`src/hdl/mddz_pkg.sv`:
```
// ============================================================================
// mddz_pkg: shared types and constants of the demapper
// Widths of the fixed-point path, operation codes, register indexes and
// the item record that travels down the pipeline.
// ============================================================================
package mddz_pkg;

	// Sample format and table size.
	localparam int SW         = 16;
	localparam int FRAC       = 13;
	localparam int MAX_POINTS = 16;
	localparam int PIW        = (MAX_POINTS > 1) ? $clog2(MAX_POINTS) : 1;
	localparam int IDXW       = 4;
	localparam int SLOTW      = 4;
	localparam int CNTW       = 5;

	// Equalizer widths: products, numerator sums and divisor, dividend, quotient, comparison.
	localparam int PW = 2 * SW;
	localparam int DW = PW + 1;
	localparam int NW = PW + FRAC + 2;
	localparam int QW = SW + 1;
	localparam int CW = DW + QW;

	// Distance widths.
	localparam int DSW   = SW + 1;
	localparam int SQW   = 2 * SW;
	localparam int DISTW = SQW + 1;
	localparam int NG    = (MAX_POINTS + 3) / 4;

	// Saturation limits of the sample format.
	localparam logic signed [SW-1:0] SAT_HI = {1'b0, {(SW-1){1'b1}}};
	localparam logic signed [SW-1:0] SAT_LO = {1'b1, {(SW-1){1'b0}}};

	// Operation codes.
	localparam logic OP_DEMAP = 1'b0;
	localparam logic OP_LOAD  = 1'b1;

	// Register indexes.
	localparam logic REG_COMP   = 1'b0;
	localparam logic REG_POINTS = 1'b1;

	// One item in flight.
	typedef struct packed {
		logic                   op;
		logic                   comp;
		logic                   zero;
		logic [SLOTW-1:0]       slot;
		logic signed [SW-1:0]   a_re;
		logic signed [SW-1:0]   a_im;
		logic signed [SW-1:0]   p_re;
		logic signed [SW-1:0]   p_im;
	} item_t;

endpackage

```
`src/hdl/mddz_zf_front.sv`:
```
// ============================================================================
// mddz_zf_front: equalizer front end
// Forms s * conj(h) and |h|^2, then the rounded dividend and divisor.
// ============================================================================
module mddz_zf_front (
	input  logic                         clk,
	input  logic                         arst_n,
	input  logic                         en,
	input  logic                         in_valid,
	input  mddz_pkg::item_t              in_item,
	input  logic signed [mddz_pkg::SW-1:0] in_chan_re,
	input  logic signed [mddz_pkg::SW-1:0] in_chan_im,
	output logic                         valid_s4,
	output mddz_pkg::item_t              item_s4,
	output logic [mddz_pkg::NW-1:0]      num_re_s4,
	output logic [mddz_pkg::NW-1:0]      num_im_s4,
	output logic                         neg_re_s4,
	output logic                         neg_im_s4,
	output logic [mddz_pkg::DW-1:0]      den_s4
);
	import mddz_pkg::*;

	logic                 valid_s1, valid_s2, valid_s3;
	item_t                item_s1, item_s2, item_s3;
	item_t                item_zc;
	logic signed [SW-1:0] cr_s1, ci_s1;
	logic signed [PW-1:0] rr_s2, ii_s2, ir_s2, ri_s2, cc_s2, dd_s2;
	logic signed [DW-1:0] nr_s3, ni_s3;
	logic [PW-1:0]        den_s3;
	logic [PW-1:0]        den_c;
	logic signed [DW-1:0] nr_neg, ni_neg;
	logic [PW-1:0]        mag_re, mag_im;

	// Valid bits.
	always_ff @(posedge clk or negedge arst_n) begin
		if (!arst_n) begin
			valid_s1 <= 1'b0;
			valid_s2 <= 1'b0;
			valid_s3 <= 1'b0;
			valid_s4 <= 1'b0;
		end else if (en) begin
			valid_s1 <= in_valid;
			valid_s2 <= valid_s1;
			valid_s3 <= valid_s2;
			valid_s4 <= valid_s3;
		end
	end

	assign den_c  = PW'($unsigned(cc_s2)) + PW'($unsigned(dd_s2));
	assign nr_neg = -nr_s3;
	assign ni_neg = -ni_s3;
	assign mag_re = nr_s3[DW-1] ? nr_neg[PW-1:0] : nr_s3[PW-1:0];
	assign mag_im = ni_s3[DW-1] ? ni_neg[PW-1:0] : ni_s3[PW-1:0];

	// Zero-channel flag joins the item on its way to stage three.
	always_comb begin
		item_zc      = item_s2;
		item_zc.zero = item_s2.comp && (den_c == '0);
	end

	// Capture, products, sums, then dividend and divisor.
	always_ff @(posedge clk) begin
		if (en) begin
			item_s1 <= in_item;
			cr_s1   <= in_chan_re;
			ci_s1   <= in_chan_im;

			item_s2 <= item_s1;
			rr_s2   <= item_s1.a_re * cr_s1;
			ii_s2   <= item_s1.a_im * ci_s1;
			ir_s2   <= item_s1.a_im * cr_s1;
			ri_s2   <= item_s1.a_re * ci_s1;
			cc_s2   <= cr_s1 * cr_s1;
			dd_s2   <= ci_s1 * ci_s1;

			item_s3      <= item_zc;
			nr_s3        <= {rr_s2[PW-1], rr_s2} + {ii_s2[PW-1], ii_s2};
			ni_s3        <= {ir_s2[PW-1], ir_s2} - {ri_s2[PW-1], ri_s2};
			den_s3       <= den_c;

			item_s4   <= item_s3;
			neg_re_s4 <= nr_s3[DW-1];
			neg_im_s4 <= ni_s3[DW-1];
			num_re_s4 <= {{(NW-PW-FRAC-1){1'b0}}, mag_re, {(FRAC+1){1'b0}}}
				+ {{(NW-PW){1'b0}}, den_s3};
			num_im_s4 <= {{(NW-PW-FRAC-1){1'b0}}, mag_im, {(FRAC+1){1'b0}}}
				+ {{(NW-PW){1'b0}}, den_s3};
			den_s4    <= {den_s3, 1'b0};
		end
	end

endmodule

```
`config.mk`:
```
export PLATFORM = sky130hd
export DESIGN_NAME = mddz_zf_front
export DESIGN_NICKNAME = d
export VERILOG_FILES = /design/src/hdl/mddz_pkg.sv /design/src/hdl/mddz_zf_front.sv
export SDC_FILE = /design/constraint.sdc
export NUM_CORES = 2
export LEC_CHECK = 0
export BUFFER_PORTS_ARGS = -buffer_cell sky130_fd_sc_hd__buf_2
export CORE_MARGIN = 2
export CORE_UTILIZATION = 60
export CTS_BUF_LIST = sky130_fd_sc_hd__clkbuf_16
export DETAILED_ROUTE_END_ITERATION = 8
export GPL_TIMING_DRIVEN = 0
export MAX_ROUTING_LAYER = met4
export PLACE_DENSITY_LB_ADDON = 0.2
export RECOVER_POWER = 100
export SLEW_MARGIN = 20
export SYNTH_ARGS = -nofsm -noshare
export SYNTH_HDL_FRONTEND = slang
export SYNTH_SLANG_ARGS = --single-unit
```
`constraint.sdc`:
```
create_clock -name clk -period 9.1 [get_ports clk]
set_input_delay 0 -clock clk [delete_from_list [all_inputs] [get_ports clk]]
set_output_delay 0 -clock clk [all_outputs]
set_load 0.02 [all_outputs]
```
==> impl_metrics.toml <==
[yosys]
async_flop_share_pct = 0.567
synthDistinctLibCells = 91
synth_flop_cell = "edfxtp_1"
synth_top_area_share_pct = 35.1
syn_area_per_cell_um2 = 10.5
synth_most_common_cell = "inv_1"
synth-simple-area-share_pct = 11.1
synth-seq-area-share_pct = 24.5
synth-seq-cells = 706
yosys-top-cells-count = "inv_1 (1858), fa_1 (1518), nand2_1 (748)"
synth_xor_area_share_pct = 4.20
synth_area_leaders = "fa_1 (35%), edfxtp_1 (24%), ha_1 (9.4%)"
synth_compound_area_share_pct = 6.04
yosys.area_share.adder_pct = 44.5
yosysWarnings = 0
syn_area_um2 = 86600
synth_cells = 8224
synth_top_family_by_area = "adder cells"
synth_mux_area_share_pct = 0.145
synth_edf_count = 702
synth_nets = 10498
synth_top_area_cell = "fa_1"

[worst_setup_path]
endpoint_kind = "flip-flop"
arrival_ns = 9.71
rrSetupSlack_ns = -0.21
required_ns = 9.49
startpoint = "cr_s1[7]"
reg2reg_depth = 23
worstReg2RegStart = "cr_s1[7]"
critPathMaxFanout = 11
r2r-end = "cc_s2[31]"
max_stage_delay_ns = 1.01
cp_slowest_cell = "clkdlybuf4s15_1"
start_kind = "flip-flop"
cpMostUsedCell = "fa_1"
path_class = "reg2reg"
cp_cell_sequence = "clkbuf_1 > clkdlybuf4s15_1 > nand2_1 > fa_1 > inv_1 > fa_1 > fa_1 > fa_1 > fa_1 > inv_1 > fa_1 > inv_1 > ha_1 > and3_1 > a221o_1 > a21oi_1 > o22ai_1 > a41oi_1 > a2111oi_0 > o21a_1 > o21ai_0 > a21oi_1 > xnor2_2"

[timing]
hold_viol = 0
maxSlewHeadroom_pct = -244
max_freq_ghz = 0.107
fin_ws_ns = -0.215
fin_skew_ns = 0.0680
drv_slew = 391
fin_crit_sh_pct = 102
setup_viol = 1
max_slew.worst_pin.slew_ns = 5.16
fin_crit_ns = 9.31
holdWs_ns = 0.0191

[grt]
grt_pass1_vias = 65168
grt_use_total_pct = 40.5
grt_pass1_wl_um = 415000
overflow = 0
grt_start_max_net_pins = 116
antenna_found_initial = 47

[hold_path]
hold_path_end = "item_s1[49]"
hp-start = "in_item[49]"
min-delay-path-class = "in2reg"
holdPathStages = 2

[detailed_routing]
vias = 61790
wl_per_cell_um = 26.0
drc = 0
first_iter_violations = 5744
viasPerCell = 5.71
ant_nets = 0
drtPass1Iterations = 6
routed_wl_um = 281000

[die]
die_h_um = 384
dieArea_um2 = 147000
rows = 139
coreArea_um2 = 143000
pin_count = 308
die_x_um = 384
start_util_pct = 60.3

[layout]
layout-drive-gt1-share_pct = 4.24
nFillCells = 11290
nets = 11082
regArea_um2 = 21200
utilization_pct = 66.3
areaGrowthSynthToFinish_pct = 9.94
multi_input_area_um2 = 57200

[flow_run]
maxCapViolCount = 4

[clocking]
ctsRootBufferMaster = "clkbuf_16"
cts_sinks = 706
cts_buffers = 78
cts_htree_levels = 3
postCtsSetupBuffers = 0
path_clk_slew_ns = 0.06
cts_tree = "built"
cts_buffer_depth = 3
clock_latency_ns = 0.74

[placement]
gp_congestion = 1.07
place.port_buffers = 305
dp_hpwl_um = 225000
pre_cts_slack_ns = 0.0399

[outcome]
violations = "capacitance limit, slew limit, setup timing"
status = "complete, but fails checks"
## worst max-delay path by stage
stage	to	slack (ns)	depth (start not counted)
floorplan	dd_s2[30]	2.35	25
global route	cc_s2[31]	-0.07	23
CTS	cc_s2[29]	0.02	23
detailed placement	cc_s2[29]	0.04	23
global placement	valid_s2	-3.19	2
finish	cc_s2[31]	-0.21	23
## stage by stage
step                instances  TNS (ns)  cell area [µm²]
global placement        10432  -1562.86            90500
floorplan                8224         0            86600
global route            10811   -0.0721            95100
finish                  10828    -0.215            95200
detailed placement      10445         0            90900
CTS                     10776         0            95400
## final cells by class
class	count	area share [%]
inverters	1860	7.34
flip-flops and latches	706	22.3
clock inverters	67	0.760
multi-input cells	5344	60.1
repair buffers	504	3.47
well taps	1903	2.50
diodes	52	0.137
plain buffers	314	1.42
clock buffers	78	2.05
## cell families (layout without fill, tap and decap cells)
| family | Yosys count | count (layout) |
|---|---|---|
| AOI/OAI and AO/OA | 792 | 792 |
| DFF | 706 | 706 |
| buffers and inverters | 2174 | 2823 |
| muxes | 12 | 12 |
| adders and majority gates | 2167 | 2167 |
| and+or+nand+nor | 1958 | 1958 |
| xor gates and xnor gates | 414 | 414 |
| other | 1 | 53 |
## critical path: cells and delay by family (launching register included)
family                   cells  cell delay (ns)
adder cells (fa/ha/maj)      7             3.33
AO/OA/AOI/OAI                8             2.10
buffers and inverters        5             1.96
XOR/XNOR                     1             0.76
AND/OR/NAND/NOR              2             0.42
flip-flops                   1             0.33
## what timing repair did
action,4_1_cts,5_1_grt
endpoints found under the hold margin,198,0
endpoints found under the setup margin,0,10
hold buffers,186,0
gates resized for setup,0,30
## routing by layer
| metal | GRT usage (%) | vias to the layer above | wire (µm) |
|---|---|---|---|
| met5 | - | - | 0 |
| met4 | 22.7 | 0 | 19200 |
| met3 | 10.5 | 709 | 28500 |
| met2 | 61.2 | 2936 | 128000 |
| met1 | 49.9 | 31465 | 106000 |
| li1 | - | 26680 | - |
## sequential cells by signal (all words and copies together), names as in the netlist, 16 cells and up
name       count
cc_s2         31
ci_s1         16
cr_s1         16
dd_s2         31
den_s3        32
den_s4        18
ii_s2         32
ir_s2         32
item_s1       70
item_s2       70
item_s3       71
item_s4       71
ni_s3         33
nr_s3         33
num_im_s4     33
num_re_s4     47
ri_s2         32
rr_s2         32
## cell usage in the layout (no fill, tap or decap), types with 15 or more instances in the layout
master,netlist,routed
inv_1,1858,1869
fa_1,1518,1518
nand2_1,748,748
edfxtp_1,702,702
ha_1,649,649
and2_1,561,537
clkbuf_1,262,440
xnor2_1,324,312
nor2_1,302,301
a21oi_1,217,217
dlygate4sd3_1,0,186
o21ai_0,143,147
a21o_1,110,110
buf_2,6,106
xor2_1,89,89
clkbuf_16,0,78
nor3_1,65,67
nand2b_1,61,61
o21bai_1,55,55
diode_2,0,52
nand3_1,51,52
o21a_1,48,48
clkbuf_2,0,36
nor2b_1,34,34
and3_1,27,27
a31oi_1,27,27
o31ai_1,25,25
buf_4,29,25
and2_0,0,24
or3_1,22,22
a211oi_1,22,22
or2_2,18,18
nand4_1,17,17
clkinv_1,2,16
o41ai_1,15,15
a31o_2,15,15
o211ai_1,15,15
clkinv_2,0,15
Power is left out: the tool's default activity adds up to more than one toggle a clock period on the data nets, which glitch-free logic cannot reach.
